<file path="config.mk">
export PLATFORM = sky130hd
export DESIGN_NAME = extended_squitter_field_decoder_unit
export DESIGN_NICKNAME = d
export VERILOG_FILES = /design/src/rtl/esqd_pkg.sv /design/src/rtl/esqd_front.sv /design/src/rtl/esqd_queue.sv /design/src/rtl/esqd_back.sv /design/src/rtl/extended_squitter_field_decoder_unit.sv
export SDC_FILE = /design/constraint.sdc
export NUM_CORES = 1
export LEC_CHECK = 0
export BUFFER_PORTS_ARGS = -buffer_cell sky130_fd_sc_hd__buf_2
export CAP_MARGIN = 10
export CORE_ASPECT_RATIO = 1.25
export CORE_MARGIN = 1
export CORE_UTILIZATION = 40
export CTS_CLUSTER_DIAMETER = 120
export CTS_CLUSTER_SIZE = 28
export DETAILED_ROUTE_END_ITERATION = 16
export GPL_TIMING_DRIVEN = 0
export PLACE_DENSITY = 0.53
export SYNTH_ARGS = -nofsm -noshare
export SYNTH_HDL_FRONTEND = slang
export SYNTH_SLANG_ARGS = --single-unit
</file>
<file path="constraint.sdc">
create_clock -name clk -period 22 [get_ports clk]
set_input_delay 3.3 -clock clk [delete_from_list [all_inputs] [get_ports clk]]
set_output_delay 3.3 -clock clk [all_outputs]
set_load 0.01 [all_outputs]
</file>
<file path="src/rtl/esqd_pkg.sv">
// ----------------------------------------------------------------------------
// esqd_pkg
// Shared types, tag codes and lookup tables for the extended squitter decoder.
// ----------------------------------------------------------------------------
package esqd_pkg;

  localparam int MSG_W       = 56;
  localparam int TAIL_W      = 32;
  localparam int BITS_W      = MSG_W + TAIL_W;
  localparam int NUM_TAGS    = 23;
  localparam int TAG_W       = 5;
  localparam int VALUE_W     = 25;
  localparam int QUEUE_DEPTH = 4;
  localparam int PTR_W       = $clog2(QUEUE_DEPTH);

  localparam logic [TAG_W-1:0] TAG_VALID     = 5'd0;
  localparam logic [TAG_W-1:0] TAG_FORMAT    = 5'd1;
  localparam logic [TAG_W-1:0] TAG_ADDRESS   = 5'd2;
  localparam logic [TAG_W-1:0] TAG_TYPECODE  = 5'd3;
  localparam logic [TAG_W-1:0] TAG_CATEGORY  = 5'd4;
  localparam logic [TAG_W-1:0] TAG_CHAR      = 5'd5;
  localparam logic [TAG_W-1:0] TAG_SURV      = 5'd6;
  localparam logic [TAG_W-1:0] TAG_SAF       = 5'd7;
  localparam logic [TAG_W-1:0] TAG_ALTITUDE  = 5'd8;
  localparam logic [TAG_W-1:0] TAG_GNSS_ALT  = 5'd9;
  localparam logic [TAG_W-1:0] TAG_TIME      = 5'd10;
  localparam logic [TAG_W-1:0] TAG_CPR_FMT   = 5'd11;
  localparam logic [TAG_W-1:0] TAG_CPR_LAT   = 5'd12;
  localparam logic [TAG_W-1:0] TAG_CPR_LON   = 5'd13;
  localparam logic [TAG_W-1:0] TAG_VEL_TYPE  = 5'd14;
  localparam logic [TAG_W-1:0] TAG_INTENT    = 5'd15;
  localparam logic [TAG_W-1:0] TAG_IFR       = 5'd16;
  localparam logic [TAG_W-1:0] TAG_NUC       = 5'd17;
  localparam logic [TAG_W-1:0] TAG_EW        = 5'd18;
  localparam logic [TAG_W-1:0] TAG_NS        = 5'd19;
  localparam logic [TAG_W-1:0] TAG_VR_SRC    = 5'd20;
  localparam logic [TAG_W-1:0] TAG_VR        = 5'd21;
  localparam logic [TAG_W-1:0] TAG_ALT_DIFF  = 5'd22;

  localparam logic [3:0] FMT_UNKNOWN = 4'd11;
  localparam logic [5:0] CODE_SPACE  = 6'd32;

  localparam logic [4:0] CAT_CODE [32] = '{
    5'd1, 5'd1,  5'd1,  5'd1,  5'd1,  5'd1,  5'd1,  5'd1,
    5'd1, 5'd2,  5'd1,  5'd3,  5'd4,  5'd4,  5'd4,  5'd4,
    5'd1, 5'd5,  5'd6,  5'd7,  5'd8,  5'd1,  5'd9,  5'd10,
    5'd1, 5'd11, 5'd12, 5'd13, 5'd14, 5'd15, 5'd16, 5'd17
  };

  typedef struct packed {
    logic                  valid;
    logic [3:0]            fmt;
    logic [4:0]            tc;
    logic [NUM_TAGS-1:0]   mask;
    logic [2:0]            first;
    logic [2:0]            last;
    logic [BITS_W-1:0]     bits;
  } desc_t;

  function automatic logic [3:0] format_code(input logic [4:0] df);
    logic [3:0] code;
    case (df)
      5'd0:    code = 4'd0;
      5'd4:    code = 4'd1;
      5'd5:    code = 4'd2;
      5'd11:   code = 4'd3;
      5'd16:   code = 4'd4;
      5'd17:   code = 4'd5;
      5'd18:   code = 4'd6;
      5'd19:   code = 4'd7;
      5'd20:   code = 4'd8;
      5'd21:   code = 4'd9;
      5'd24:   code = 4'd10;
      default: code = FMT_UNKNOWN;
    endcase
    return code;
  endfunction

  function automatic logic [7:0] id_char(input logic [5:0] code);
    logic [7:0] ch;
    if (code >= 6'd1 && code <= 6'd26) begin
      ch = 8'd64 + {2'b00, code};
    end else if (code == CODE_SPACE) begin
      ch = 8'd32;
    end else if (code >= 6'd48 && code <= 6'd57) begin
      ch = {2'b00, code};
    end else begin
      ch = 8'd35;
    end
    return ch;
  endfunction

endpackage

</file>
<file path="src/rtl/esqd_front.sv">
// ----------------------------------------------------------------------------
// esqd_front
// Classifies an incoming request into a descriptor: header values, the set
// of result tags to emit, callsign span and the message bits the back needs.
// ----------------------------------------------------------------------------
module esqd_front (
  input  logic [esqd_pkg::MSG_W-1:0] message_high,
  input  logic [esqd_pkg::MSG_W-1:0] message_low,
  input  logic [3:0]                 byte_count,
  input  logic                       crc_ok,
  output esqd_pkg::desc_t            desc
);
  import esqd_pkg::*;

  logic                 len_ok;
  logic                 valid;
  logic [4:0]           df;
  logic [4:0]           tc_raw;
  logic [4:0]           tc;
  logic                 tc_known;
  logic [2:0]           st;
  logic [MSG_W-1:0]     lo;
  logic [BITS_W-1:0]    m;
  logic [7:0]           nonspace;
  logic [2:0]           first;
  logic [2:0]           last;
  logic [NUM_TAGS-1:0]  mask;

  always_comb begin
    len_ok = (byte_count == 4'd7) || (byte_count == 4'd14);
    valid  = len_ok && crc_ok;
    lo     = (byte_count == 4'd14) ? message_low : '0;
    m      = {message_high, lo[MSG_W-1 -: TAIL_W]};
    df     = message_high[55:51];
    tc_raw = m[55:51];
    st     = m[50:48];
    tc_known = (tc_raw >= 5'd1 && tc_raw <= 5'd22) || tc_raw == 5'd28 ||
               tc_raw == 5'd29 || tc_raw == 5'd31;
    tc = tc_known ? tc_raw : 5'd0;

    for (int i = 0; i < 8; i++) begin
      nonspace[i] = (m[47 - 6*i -: 6] != CODE_SPACE);
    end
    first = '0;
    for (int i = 7; i >= 0; i--) begin
      if (nonspace[i]) first = 3'(i);
    end
    last = '0;
    for (int i = 0; i < 8; i++) begin
      if (nonspace[i]) last = 3'(i);
    end

    mask = '0;
    mask[TAG_VALID]  = 1'b1;
    mask[TAG_FORMAT] = 1'b1;
    if (valid) begin
      mask[TAG_ADDRESS] = 1'b1;
      if (df == 5'd17 || df == 5'd18) begin
        mask[TAG_TYPECODE] = 1'b1;
        if (tc >= 5'd1 && tc <= 5'd4) begin
          mask[TAG_CATEGORY] = 1'b1;
          mask[TAG_CHAR]     = |nonspace;
        end else if ((tc >= 5'd9 && tc <= 5'd18) || (tc >= 5'd20 && tc <= 5'd22)) begin
          mask[TAG_CPR_LON:TAG_SURV] = '1;
        end else if (tc == 5'd19) begin
          mask[TAG_VEL_TYPE] = 1'b1;
          if (st != 3'd0 && st <= 3'd4) begin
            mask[TAG_INTENT]   = 1'b1;
            mask[TAG_IFR]      = 1'b1;
            mask[TAG_NUC]      = 1'b1;
            mask[TAG_EW]       = (st <= 3'd2) && (m[41:32] != '0);
            mask[TAG_NS]       = (st <= 3'd2) && (m[30:21] != '0);
            mask[TAG_VR_SRC]   = 1'b1;
            mask[TAG_VR]       = (m[18:10] != '0);
            mask[TAG_ALT_DIFF] = (m[6:0] != '0);
          end
        end
      end
    end

    desc.valid = valid;
    desc.fmt   = len_ok ? format_code(df) : FMT_UNKNOWN;
    desc.tc    = tc;
    desc.mask  = mask;
    desc.first = first;
    desc.last  = last;
    desc.bits  = m;
  end

endmodule

</file>
<file path="src/rtl/esqd_queue.sv">
// ----------------------------------------------------------------------------
// esqd_queue
// Short descriptor queue between the classifier and the result sequencer.
// ----------------------------------------------------------------------------
module esqd_queue (
  input  logic            clk,
  input  logic            rst_n,
  input  logic            push,
  input  esqd_pkg::desc_t push_desc,
  input  logic            pop,
  output esqd_pkg::desc_t head_desc,
  output logic            not_empty,
  output logic            full
);
  import esqd_pkg::*;

  desc_t            mem_r [QUEUE_DEPTH];
  logic [PTR_W-1:0] wr_ptr_r, wr_ptr_nxt;
  logic [PTR_W-1:0] rd_ptr_r, rd_ptr_nxt;
  logic [PTR_W:0]   count_r, count_nxt;

  assign not_empty = (count_r != '0);
  assign full      = (count_r == (PTR_W+1)'(QUEUE_DEPTH));
  assign head_desc = mem_r[rd_ptr_r];

  always_comb begin
    wr_ptr_nxt = push ? wr_ptr_r + 1'b1 : wr_ptr_r;
    rd_ptr_nxt = pop  ? rd_ptr_r + 1'b1 : rd_ptr_r;
    count_nxt  = count_r;
    if (push && !pop) begin
      count_nxt = count_r + 1'b1;
    end else if (pop && !push) begin
      count_nxt = count_r - 1'b1;
    end
  end

  always_ff @(posedge clk) begin
    if (!rst_n) begin
      wr_ptr_r <= '0;
      rd_ptr_r <= '0;
      count_r  <= '0;
    end else begin
      wr_ptr_r <= wr_ptr_nxt;
      rd_ptr_r <= rd_ptr_nxt;
      count_r  <= count_nxt;
    end
  end

  always_ff @(posedge clk) begin
    if (push) begin
      mem_r[wr_ptr_r] <= push_desc;
    end
  end

endmodule

</file>
<file path="src/rtl/esqd_back.sv">
// ----------------------------------------------------------------------------
// esqd_back
// Result sequencer: walks the tag set of one descriptor, one field per cycle,
// and forms each field value into the output register.
// ----------------------------------------------------------------------------
module esqd_back (
  input  logic                          clk,
  input  logic                          rst_n,
  input  esqd_pkg::desc_t               head_desc,
  input  logic                          head_avail,
  output logic                          pop,
  output logic                          out_strobe,
  output logic [esqd_pkg::TAG_W-1:0]    out_field_tag,
  output logic signed [esqd_pkg::VALUE_W-1:0] out_field_value,
  output logic                          out_last_of_message
);
  import esqd_pkg::*;

  logic                       active_r, active_nxt;
  desc_t                      cur_r, cur_nxt;
  logic [NUM_TAGS-1:0]        mask_r, mask_nxt;
  logic [2:0]                 ci_r, ci_nxt;
  logic                       strobe_r;
  logic [TAG_W-1:0]           tag_r;
  logic signed [VALUE_W-1:0]  value_r;
  logic                       last_r;

  logic [TAG_W-1:0]           tag;
  logic [NUM_TAGS-1:0]        mask_left;
  logic                       done;
  logic signed [VALUE_W-1:0]  value;
  logic [BITS_W-1:0]          m;
  logic [10:0]                alt_n;
  logic signed [VALUE_W-1:0]  ext;
  logic signed [VALUE_W-1:0]  mag;
  logic                       neg;
  logic [2:0]                 st;

  always_comb begin
    m  = cur_r.bits;
    st = m[50:48];

    tag = TAG_VALID;
    for (int i = NUM_TAGS - 1; i >= 0; i--) begin
      if (mask_r[i]) tag = TAG_W'(i);
    end

    mask_left = mask_r;
    if (!(tag == TAG_CHAR && ci_r != cur_r.last)) begin
      mask_left[tag] = 1'b0;
    end
    done = (mask_left == '0);

    alt_n = {m[47:41], m[39:36]};
    ext   = '0;
    neg   = 1'b0;
    case (tag)
      TAG_EW: begin
        ext = VALUE_W'(m[41:32]) - 1'b1;
        neg = m[42];
      end
      TAG_NS: begin
        ext = VALUE_W'(m[30:21]) - 1'b1;
        neg = m[31];
      end
      TAG_VR: begin
        ext = VALUE_W'(m[18:10]) - 1'b1;
        neg = m[19];
      end
      TAG_ALT_DIFF: begin
        ext = VALUE_W'(m[6:0]) - 1'b1;
        neg = m[7];
      end
      default: begin
        ext = VALUE_W'(alt_n);
        neg = 1'b0;
      end
    endcase
    case (tag)
      TAG_EW, TAG_NS: mag = (st == 3'd2) ? (ext <<< 2) : ext;
      TAG_VR:         mag = ext <<< 6;
      default:        mag = ext * 25'sd25;
    endcase

    case (tag)
      TAG_VALID:    value = VALUE_W'(cur_r.valid);
      TAG_FORMAT:   value = VALUE_W'(cur_r.fmt);
      TAG_ADDRESS:  value = VALUE_W'(m[79:56]);
      TAG_TYPECODE: value = VALUE_W'(cur_r.tc);
      TAG_CATEGORY: value = VALUE_W'(CAT_CODE[{cur_r.tc[1:0] - 2'd1, m[50:48]}]);
      TAG_CHAR:     value = VALUE_W'(id_char(m[47 - 6*ci_r -: 6]));
      TAG_SURV:     value = VALUE_W'(m[50:49] != 2'b00);
      TAG_SAF:      value = VALUE_W'(m[48]);
      TAG_ALTITUDE: value = m[40] ? (mag - 25'sd1000) : -25'sd1;
      TAG_GNSS_ALT: value = VALUE_W'(cur_r.tc >= 5'd20 && cur_r.tc <= 5'd22);
      TAG_TIME:     value = VALUE_W'(m[35]);
      TAG_CPR_FMT:  value = VALUE_W'(m[34]);
      TAG_CPR_LAT:  value = VALUE_W'(m[33:17]);
      TAG_CPR_LON:  value = VALUE_W'(m[16:0]);
      TAG_VEL_TYPE: begin
        if (st == 3'd0 || st > 3'd4) begin
          value = '0;
        end else if (st <= 3'd2) begin
          value = 25'sd1;
        end else begin
          value = 25'sd2;
        end
      end
      TAG_INTENT:   value = VALUE_W'(m[47]);
      TAG_IFR:      value = VALUE_W'(m[46]);
      TAG_NUC:      value = VALUE_W'(m[45:43]);
      TAG_VR_SRC:   value = VALUE_W'(m[20]);
      TAG_EW, TAG_NS, TAG_VR, TAG_ALT_DIFF: value = neg ? -mag : mag;
      default:      value = '0;
    endcase

    pop        = head_avail && (!active_r || done);
    active_nxt = active_r;
    cur_nxt    = cur_r;
    mask_nxt   = mask_r;
    ci_nxt     = ci_r;
    if (pop) begin
      active_nxt = 1'b1;
      cur_nxt    = head_desc;
      mask_nxt   = head_desc.mask;
      ci_nxt     = head_desc.first;
    end else if (active_r) begin
      active_nxt = !done;
      mask_nxt   = mask_left;
      if (tag == TAG_CHAR) begin
        ci_nxt = ci_r + 1'b1;
      end
    end
  end

  always_ff @(posedge clk) begin
    if (!rst_n) begin
      active_r <= 1'b0;
      strobe_r <= 1'b0;
    end else begin
      active_r <= active_nxt;
      strobe_r <= active_r;
    end
    cur_r   <= cur_nxt;
    mask_r  <= mask_nxt;
    ci_r    <= ci_nxt;
    tag_r   <= tag;
    value_r <= value;
    last_r  <= done;
  end

  assign out_strobe          = strobe_r;
  assign out_field_tag       = tag_r;
  assign out_field_value     = value_r;
  assign out_last_of_message = last_r;

endmodule

</file>
<file path="src/rtl/extended_squitter_field_decoder_unit.sv">
// ----------------------------------------------------------------------------
// extended_squitter_field_decoder_unit
// Decodes one Mode S message per request into a stream of tagged fields.
// ----------------------------------------------------------------------------
// channel   ports                                     handshake
// request   in_message_high/low, in_byte_count,       start && !busy
//           in_crc_ok
// result    out_field_tag, out_field_value,           out_strobe, one cycle
//           out_last_of_message
//
// A message yields 2 to 13 results, one per cycle from the result sequencer;
// results of the next queued message follow with no gap between messages.
// A request passes the queue, then the descriptor and output registers.
// Up to four classified requests wait in the queue; busy is high when full.
// Reset clears the queue and sequencer; the receiver cannot stall results.
// ----------------------------------------------------------------------------
module extended_squitter_field_decoder_unit (
  input  logic                                  clk,
  input  logic                                  rst_n,
  input  logic                                  start,
  output logic                                  busy,
  input  logic [esqd_pkg::MSG_W-1:0]            in_message_high,
  input  logic [esqd_pkg::MSG_W-1:0]            in_message_low,
  input  logic [3:0]                            in_byte_count,
  input  logic                                  in_crc_ok,
  output logic                                  out_strobe,
  output logic [esqd_pkg::TAG_W-1:0]            out_field_tag,
  output logic signed [esqd_pkg::VALUE_W-1:0]   out_field_value,
  output logic                                  out_last_of_message
);
  import esqd_pkg::*;

  desc_t front_desc;
  desc_t head_desc;
  logic  push;
  logic  pop;
  logic  head_avail;
  logic  full;

  assign busy = full;
  assign push = start && !full;

  esqd_front u_front (
    .message_high (in_message_high),
    .message_low  (in_message_low),
    .byte_count   (in_byte_count),
    .crc_ok       (in_crc_ok),
    .desc         (front_desc)
  );

  esqd_queue u_queue (
    .clk       (clk),
    .rst_n     (rst_n),
    .push      (push),
    .push_desc (front_desc),
    .pop       (pop),
    .head_desc (head_desc),
    .not_empty (head_avail),
    .full      (full)
  );

  esqd_back u_back (
    .clk                 (clk),
    .rst_n               (rst_n),
    .head_desc           (head_desc),
    .head_avail          (head_avail),
    .pop                 (pop),
    .out_strobe          (out_strobe),
    .out_field_tag       (out_field_tag),
    .out_field_value     (out_field_value),
    .out_last_of_message (out_last_of_message)
  );

endmodule
</file>
==> results of run 1 <==
-- power by group through the flow --
stage | Sequential [mW] | Clock, mW | Combinational (mW)
after detailed placement | 1.78 | 0 | 2.77
final | 1.76 | 0.553 | 2.77
after global routing | 1.77 | 0.602 | 3.03
after floorplan | 1.64 | 0 | 1.93
after global placement | 1.80 | 0 | 2.73
after CTS | 1.75 | 0.572 | 2.78
-- synthesized netlist by cell type, drive strengths merged (5+ instances only) --
master,number
a211o,11
a221oi,6
a21o,18
or2,5
buf,28
mux4,127
ha,60
o311ai,7
o21ai,91
dfxtp,42
or3,12
and2,54
nor2,125
xnor2,32
o211ai,17
a21boi,6
nor4,21
o22ai,9
o32a,5
xor2,29
nand3b,7
nand2,107
and3,10
fa,12
a21oi,62
clkbuf,56
nor2b,12
edfxtp,543
or4,9
a31oi,15
o21a,9
o31a,6
nand3,37
o31ai,15
mux2,14
nand4,10
a211oi,15
nand2b,12
nor3,48
inv,80
a22oi,10
a222oi,16
mux2i,35
-- cells by family (layout without fill, tap and decap cells) --
group / after synthesis / in the layout / share of synthesized area, %
fa+ha+maj: 73 / 73 / 3.618
simple gates: 485 / 485 / 8.954
flops: 585 / 585 / 61.97
xor+xnor: 61 / 61 / 1.931
mux: 176 / 176 / 12.17
compound gates: 356 / 356 / 8.995
buf+inv: 166 / 346 / 2.356
other cells: 0 / 1 / 0
-- per-stage QoR --
stage | std cells | cell area (um2) | hold WS (ps) | setup slack [ps] | power [mW]
after global routing | 2954 | 30380 | 461.2 | 12540 | 5.396
final | 2955 | 30390 | 452.8 | 13020 | 5.084
after CTS | 2953 | 30380 | 456.7 | 12980 | 5.108
after floorplan | 1902 | 27670 | 419.2 | 15110 | 3.571
after global placement | 2899 | 29380 | 430.5 | 12940 | 4.523
after detailed placement | 2909 | 29650 | 427.4 | 13040 | 4.547
-- final timing paths --
| kind | start | to | depth (start not counted) | slack [ps] |
|---|---|---|---|---|
| setup / recovery | u_back.mask_r[15] | u_back.out_field_value[20] | 28 | 13020 |
| hold / removal | u_back.m[73] | u_back.out_field_value[17] | 1 | 450 |
| setup reg to reg | u_back.mask_r[15] | u_back.out_field_value[20] | 28 | 13020 |
| hold reg to reg | u_back.m[73] | u_back.out_field_value[17] | 1 | 450 |
-- registers in the layout, summed over array words and instances, names as in the netlist, 3 cells and up, named ones only --
name,count
u_back.ci_r,3
u_back.cur_r,13
u_back.m,80
u_back.mask_r,23
u_back.out_field_tag,5
u_back.out_field_value,25
u_queue.count_r,3
u_queue.mem_r,424
-- worst max-delay path, delay by kind of cell, from the launching register on --
kind | cells | cell delay (ps)
AO/OA/AOI/OAI | 10 | 3180
AND/OR/NAND/NOR | 8 | 2140
buffers and inverters | 5 | 1590
adder cells (fa/ha/maj) | 4 | 1230
flip-flops | 1 | 500
XOR/XNOR | 1 | 200
-- cell type report --
type | instances | area [um2]
timing repair buffer | 136 | 888.4
inverter | 82 | 309.0
antenna | 1 | 2.502
tap | 872 | 1091
buffer | 84 | 346.6
sequential | 585 | 17150
clock inverter | 3 | 36.28
multi-input combinational | 1151 | 9879
fill | 6194 | 37890
clock buffer | 41 | 685.7
-- per-layer routing --
| metal | share of wire [%] | track usage, % | vias to the layer above |
|---|---|---|---|
| met3 | 4.1 | 1.945 | 98 |
| met4 | 2.4 | 5.806 | 0 |
| li1 | - | - | 7776 |
| met5 | 0 | 0 | - |
| met1 | 41 | 30.08 | 8922 |
| met2 | 52 | 42.57 | 507 |
==> reports/results.md, run 1 <==
Yosys
* sky130_fd_sc_hd__edfxtp_1 — leading register cell type out of synthesis
* 96 — count of different cell masters after synthesis
* sky130_fd_sc_hd__edfxtp_1 — biggest area consumer among synthesized cells
* 1,902 — count of mapped cells out of synthesis
* 61.97% — proportion of synthesized chip area in sequential cells
* 2,094 — post-synth net total
* 543 — count of flip-flops with a built-in enable after synthesis
* 58.93% — area share of the largest cell type after synthesis
* 27,670 um2 — Synth Cell Area
* sky130_fd_sc_hd__edfxtp_1 59%, sky130_fd_sc_hd__mux4_2 10%, sky130_fd_sc_hd__dfxtp_1 3.0% — top post-synthesis cells by area
* 0% — proportion of register bits with asynchronous set or reset after synthesis
* 0 — count of synthesis-stage warnings from yosys
* 14.55 um2 — average instance area after synthesis
* 585 — synthesized flop and latch total

Detailed routing
* 27.81 um — Routed WL per cell
* 82,190 um — routed wire length
* 0 — number of antenna-violating nets in the routed design
* 17,300 — via count
* 8 — iteration count of the initial detailed-routing pass
* 5.855 — per-cell via count in the routed design
* 0 — DRC viols
* 1,459 — iteration-0 DRC count of the detailed router

Timing
* 0 — final-report setup violation count
* 1158 ps — Worst Tran Pin Value
* 0 — final-report max-slew violation count
* 0 — number of endpoints with negative hold slack in the final report
* 111.4 MHz — max frequency
* 8978 ps — Tmin final
* 40.81% — final critical-path share of the clock period
* 0 ps — final total negative setup slack
* no — unrepaired setup endpoints after global routing
* 22.83% — Slew Limit Headroom
* 20.26 ps — worst clock skew

Clock tree
* 600 ps — insertion delay to the later sink of the worst-skew pair
* done — clock tree from TritonCTS
* 0 — PostCTS Resize Cnt
* 25 — Num CTS Buffers
* 1 — CTS H-Tree Depth
* 0 — setup repair bufs after CTS
* 0 — CTS hold repair buffers
* 120 ps — clock slew at reported path FFs
* 585 — clock sink count
* 3 — number of buffers between clock root and the deepest sink
* sky130_fd_sc_hd__clkbuf_16 — CTS root buffer

Setup path
* flip-flop — critical path capture point type
* 10 — CP Max Fanout
* 9470 ps — Critical Path AT
* flip-flop — critical path startpoint category
* sky130_fd_sc_hd__clkbuf_1 — slowest CP cell
* 610 ps — peak per-stage delay on the critical path
* 22,490 ps — endpoint required time on the critical path
* flip-flop to flip-flop — category of the critical setup timing path

Floorplanning
* 68,280 um2 — area of the placeable core
* 107 — number of placement rows
* 296.0 um — Die H
* 153 — Top-Level Pins
* 237.2 um — width of the die
* 40.52% — starting utilization of the core area
* 70,230 um2 — die area

Finish
* 543 x sky130_fd_sc_hd__edfxtp_1, 129 x sky130_fd_sc_hd__buf_2, 127 x sky130_fd_sc_hd__mux4_2 — commonest cells after routing, fill and taps aside
* 9.822% — area growth from synthesis to layout
* 44.50% — Finished Core Util
* sky130_fd_sc_hd__edfxtp_1 — commonest non-fill, non-tap cell in the layout
* 16.81% — share of final-layout standard cells stronger than drive strength 1
* 2,257 — total number of nets in the final design

Worst hold path
* flip-flop to flip-flop — worst min-delay path category

Power and ir drop
* 0.0001075 V — maximum resistive drop on vdd
* 10.31 nW — leakage power total
* 2.763 mW — Cell Int Power
* 45.66% — fraction of power spent switching nets
* 10.9% — relative contribution of the clock network to total power
* 167.3 nW/um2 — pwr dens
* 34.5% — sequential share of power
* 2.321 mW — reported net switching power
* 54.6% — combinational group share of total power

Placed design
* 125 — count of port buffers added during placement
* 60,570 um — DP HPWL
* 0.9311 — Final GP Congestion

Run
* 0 — max-capacitance violation count

Global routing
* 17,520 — number of global-route vias before repair
* 67 — largest net degree at the start of global routing
* 1 — number of antenna violations at the first check in global routing
* 0 — Congestion Overflow GR
* 119,800 um — wire length of the first global-routing pass
* 23.38% — All-Layer GR Usage

Run status
* finished, final reports clean — outcome

No activity file was read; power rests on OpenSTA's default activity.
==> inputs of run 2 (changes only) <==
ABC_AREA = 1   (was default)
clock period = 8.9 ns   (was 22 ns; I/O delays follow)
==> reports/results.md, run 2 <==
Run status
* finished, final reports clean — outcome, unchanged

Timing
* 26.76 ps — worst clock skew, was 20.26 ps
* 470.7 ps — final hold slack, was 452.8 ps
* 1255 ps — Worst Tran Pin Value, was 1158 ps
* no — unrepaired setup endpoints after global routing, unchanged
* 16.35% — Slew Limit Headroom, was 22.83%
* 0 — final-report max-slew violation count, unchanged
* 0 — number of endpoints with negative hold slack in the final report, unchanged
* 141.5 MHz — max frequency, was 111.4 MHz
* 0 — final-report setup violation count, unchanged
* 7066 ps — Tmin final, was 8978 ps
* 79.40% — final critical-path share of the clock period, was 40.81%

Finish
* 17,150 um2 — area occupied by registers, unchanged
* 0 — count of antenna diodes in the layout, was 1
* sky130_fd_sc_hd__edfxtp_1 — commonest non-fill, non-tap cell in the layout, unchanged
* 424 — max FFs per register, unchanged
* 543 x sky130_fd_sc_hd__edfxtp_1, 399 x sky130_fd_sc_hd__nor2_1, 377 x sky130_fd_sc_hd__nand2_1 — commonest cells after routing, fill and taps aside, was 543 x sky130_fd_sc_hd__edfxtp_1, 129 x sky130_fd_sc_hd__buf_2, 127 x sky130_fd_sc_hd__mux4_2
* 9.174% — share of final-layout standard cells stronger than drive strength 1, was 16.81%
* 6,832 — number of inserted filler cells in the final layout, was 6,194
* 3,995 — final instance count without filler cells, was 2,955
* 10.52% — area growth from synthesis to layout, was 9.822%
* 3,226 — total number of nets in the final design, was 2,257
* 9906 um2 — multi-input gate area in the final layout, was 9879 um2
* u_queue.mem_r — top register by number of flip-flops, unchanged

Setup path
* compound AO/OA/AOI/OAI gates — category of cells accounting for the largest share of critical-path delay, unchanged
* sky130_fd_sc_hd__nor2_1 — most repeated library cell on the critical path
* 790 ps — peak per-stage delay on the critical path, was 610 ps
* 9310 ps — endpoint required time on the critical path, was 22,490 ps
* 1830 ps — register-to-register setup slack, was 13,020 ps
* 26 — depth of the critical timing path with buffers and inverters included, was 28
* flip-flop — critical path startpoint category, unchanged
* u_back.out_field_value[1] — capturing point of the worst reg2reg path, was u_back.out_field_value[20]
* flip-flop — critical path capture point type, unchanged
* sky130_fd_sc_hd__a2111oi_0 — slowest CP cell, was sky130_fd_sc_hd__clkbuf_1
* 10 — CP Max Fanout, unchanged
* 6 — worst path buffer plus inverter count, was 5
* u_back.ci_r[1] — startpoint of the most critical register-to-register path, was u_back.mask_r[15]
* 26 — number of cells on the worst reg-to-reg path, was 28
* 7470 ps — Critical Path AT, was 9470 ps
* flip-flop to flip-flop — category of the critical setup timing path, unchanged

Clock tree
* 3 — number of buffers between clock root and the deepest sink, unchanged
* sky130_fd_sc_hd__clkbuf_16 — CTS root buffer, unchanged
* 0 — PostCTS Resize Cnt, unchanged
* done — clock tree from TritonCTS, unchanged
* 1 — CTS H-Tree Depth, unchanged
* 610 ps — insertion delay to the later sink of the worst-skew pair, was 600 ps
* 585 — clock sink count, unchanged
* 24 — Num CTS Buffers, was 25
* 110 ps — clock slew at reported path FFs, was 120 ps
* 0 — setup repair bufs after CTS, unchanged
* 0 — CTS hold repair buffers, unchanged

Yosys
* simple AND/OR/NAND/NOR gates — dominant combinational cell family by area after synthesis, was multiplexers
* 65 — count of different cell masters after synthesis, was 96
* 543 x sky130_fd_sc_hd__edfxtp_1, 403 x sky130_fd_sc_hd__nor2_1, 377 x sky130_fd_sc_hd__nand2_1 — top cell types by occurrence after synthesis, was 543 x sky130_fd_sc_hd__edfxtp_1, 127 x sky130_fd_sc_hd__mux4_2, 125 x sky130_fd_sc_hd__nor2_1
* 13.23% — fraction of the mapped netlist area in compound gates, was 8.995%
* 16.32% — simple logic cell fraction of the synthesized area, was 8.954%
* 28,650 um2 — Synth Cell Area, was 27,670 um2
* sky130_fd_sc_hd__edfxtp_1 57%, sky130_fd_sc_hd__o21ai_0 6.1%, sky130_fd_sc_hd__nor2_1 5.3% — top post-synthesis cells by area, was sky130_fd_sc_hd__edfxtp_1 59%, sky130_fd_sc_hd__mux4_2 10%, sky130_fd_sc_hd__dfxtp_1 3.0%
* sky130_fd_sc_hd__edfxtp_1 — most instantiated library cell after synthesis, unchanged
* 0 — count of synthesis-stage warnings from yosys, unchanged
* sky130_fd_sc_hd__edfxtp_1 — leading register cell type out of synthesis, unchanged
* 585 — synthesized flop and latch total, unchanged
* 56.90% — area share of the largest cell type after synthesis, was 58.93%
* 3.458% — adder and majority cell fraction of the synthesized area, was 3.618%
* 0% — proportion of synthesized area in mux cells, was 12.17%
* 3,053 — post-synth net total, was 2,094
* 10.02 um2 — average instance area after synthesis, was 14.55 um2
* 2,861 — count of mapped cells out of synthesis, was 1,902
* 59.84% — proportion of synthesized chip area in sequential cells, was 61.97%
* 543 — count of flip-flops with a built-in enable after synthesis, unchanged
* sky130_fd_sc_hd__edfxtp_1 — biggest area consumer among synthesized cells, unchanged
* 0% — proportion of register bits with asynchronous set or reset after synthesis, unchanged
* 1.406% — Post-Synth XOR/XNOR Area, was 1.931%

Global routing
* 144,900 um — wire length of the first global-routing pass, was 119,800 um
* 66 — largest net degree at the start of global routing, was 67
* 0 — number of antenna violations at the first check in global routing, was 1
* 27.40% — All-Layer GR Usage, was 23.38%
* 0 — Congestion Overflow GR, unchanged
* 21,530 — number of global-route vias before repair, was 17,520

Placed design
* 1.031 — Final GP Congestion, was 0.9311
* 3,951 — Cell Count Post-Placement, was 2,909
* 75,340 um — DP HPWL, was 60,570 um
* 125 — count of port buffers added during placement, unchanged

Detailed routing
* 99,790 um — routed wire length, was 82,190 um
* 5 — iteration count of the initial detailed-routing pass, was 8
* 2,057 — iteration-0 DRC count of the detailed router, was 1,459
* 0 — DRC viols, unchanged
* 24.98 um — Routed WL per cell, was 27.81 um
* 22,260 — via count, was 17,300
* 5.572 — per-cell via count in the routed design, was 5.855
* 0 — number of antenna-violating nets in the routed design, unchanged

Floorplanning
* 301.2 um — Die H, was 296.0 um
* 109 — number of placement rows, was 107
* 40.48% — starting utilization of the core area, was 40.52%
* 241.4 um — width of the die, was 237.2 um
* 153 — Top-Level Pins, unchanged
* 72,720 um2 — die area, was 70,230 um2
* 70,780 um2 — area of the placeable core, was 68,280 um2

Worst hold path
* u_back.out_field_value[18] — Endpoint, Worst Hold, was u_back.out_field_value[17]
* flip-flop to flip-flop — worst min-delay path category, unchanged
* 2 — Cells on Worst Hold Path, was 1
* u_back.m[74] — hold path startpoint, was u_back.m[73]

Run
* 0 — max-capacitance violation count, unchanged

run 2: cell count changes after synthesis, sizes merged, moves of 35 or more:
cell	previous run	this run
nor2	125	430
nand2	107	397
o21ai	91	361
inv	80	298
mux4	127	0
nand3	37	155
o22ai	9	115
and2	54	0
clkbuf	56	109
mux2i	35	0
run 2: area by class of cell:
| type | count | area share [%] |
|---|---|---|
| Sequential cell | 585 | 54.14 |
| Multi-Input combinational cell | 1847 | 31.28 |
| Tap cell | 943 | 3.725 |
| Inverter | 306 | 3.643 |
| Timing Repair Buffer | 147 | 3.453 |
| Clock buffer | 43 | 2.189 |
| Buffer | 123 | 1.561 |
| Clock inverter | 1 | 0.01185 |
run 2: worst max-delay path by stage:
stage                      startpoint                         end  slack, ps
floorplan                       start         u_queue.mem_r[0][0]       2240
global placement                start        u_queue.mem_r[0][74]      -2300
detailed placement  u_back.mask_r[21]  u_back.out_field_value[21]       1930
CTS                 u_back.mask_r[21]  u_back.out_field_value[21]       1890
global route        u_back.mask_r[21]  u_back.out_field_value[17]       1240
finish                 u_back.ci_r[1]   u_back.out_field_value[1]       1830
run 2: through the flow:
step / setup TNS [ps] / instance area [um2] / setup slack (ps) / util [%]
after floorplan: 0 / 28660 / 2245 / -
after global placement: -906940 / 30460 / -2299 / 43.03
after detailed placement: 0 / 30970 / 1925 / 43.76
after CTS: 0 / 31670 / 1893 / 44.74
after global routing: 0 / 31670 / 1235 / 44.74
final: 0 / 31670 / 1834 / 44.74
run 2: cell families after synthesis:
family	after synthesis
AOI/OAI and AO/OA	662
and+or+nand+nor	1067
buffers and inverters	429
adders and majority gates	72
xor gates and xnor gates	46
DFF	585
run 2: worst reg2reg max path, cell delays in order, from the launching register on:
cell,delay [ps]
sky130_fd_sc_hd__edfxtp_1,500
sky130_fd_sc_hd__ha_1,280
sky130_fd_sc_hd__fa_1,390
sky130_fd_sc_hd__xnor2_1,440
sky130_fd_sc_hd__inv_1,100
sky130_fd_sc_hd__clkbuf_1,330
sky130_fd_sc_hd__ha_1,300
sky130_fd_sc_hd__clkbuf_1,280
sky130_fd_sc_hd__inv_1,290
sky130_fd_sc_hd__clkbuf_1,480
sky130_fd_sc_hd__nand2_1,170
sky130_fd_sc_hd__o22ai_1,340
sky130_fd_sc_hd__nand2_1,100
sky130_fd_sc_hd__o21ai_0,110
sky130_fd_sc_hd__nor2_1,70
sky130_fd_sc_hd__o311ai_0,420
sky130_fd_sc_hd__nand3_1,310
sky130_fd_sc_hd__nand4_1,180
sky130_fd_sc_hd__nor2_1,60
sky130_fd_sc_hd__nor2_1,90
sky130_fd_sc_hd__nand2_1,80
sky130_fd_sc_hd__inv_1,90
sky130_fd_sc_hd__nor2_1,90
sky130_fd_sc_hd__a31oi_1,200
sky130_fd_sc_hd__o21ai_0,100
sky130_fd_sc_hd__a2111oi_0,790
sky130_fd_sc_hd__nand3_1,300
run 2: per-layer routing:
layer	wire length, um	track usage [%]
met1	41790	36.15
met2	50290	47.90
met3	4867	2.416
met4	2836	7.610
met5	0	0
Power of run 2 is not shown: default switching activity piles up to over one toggle a cycle in this logic, so the estimate is an artifact.
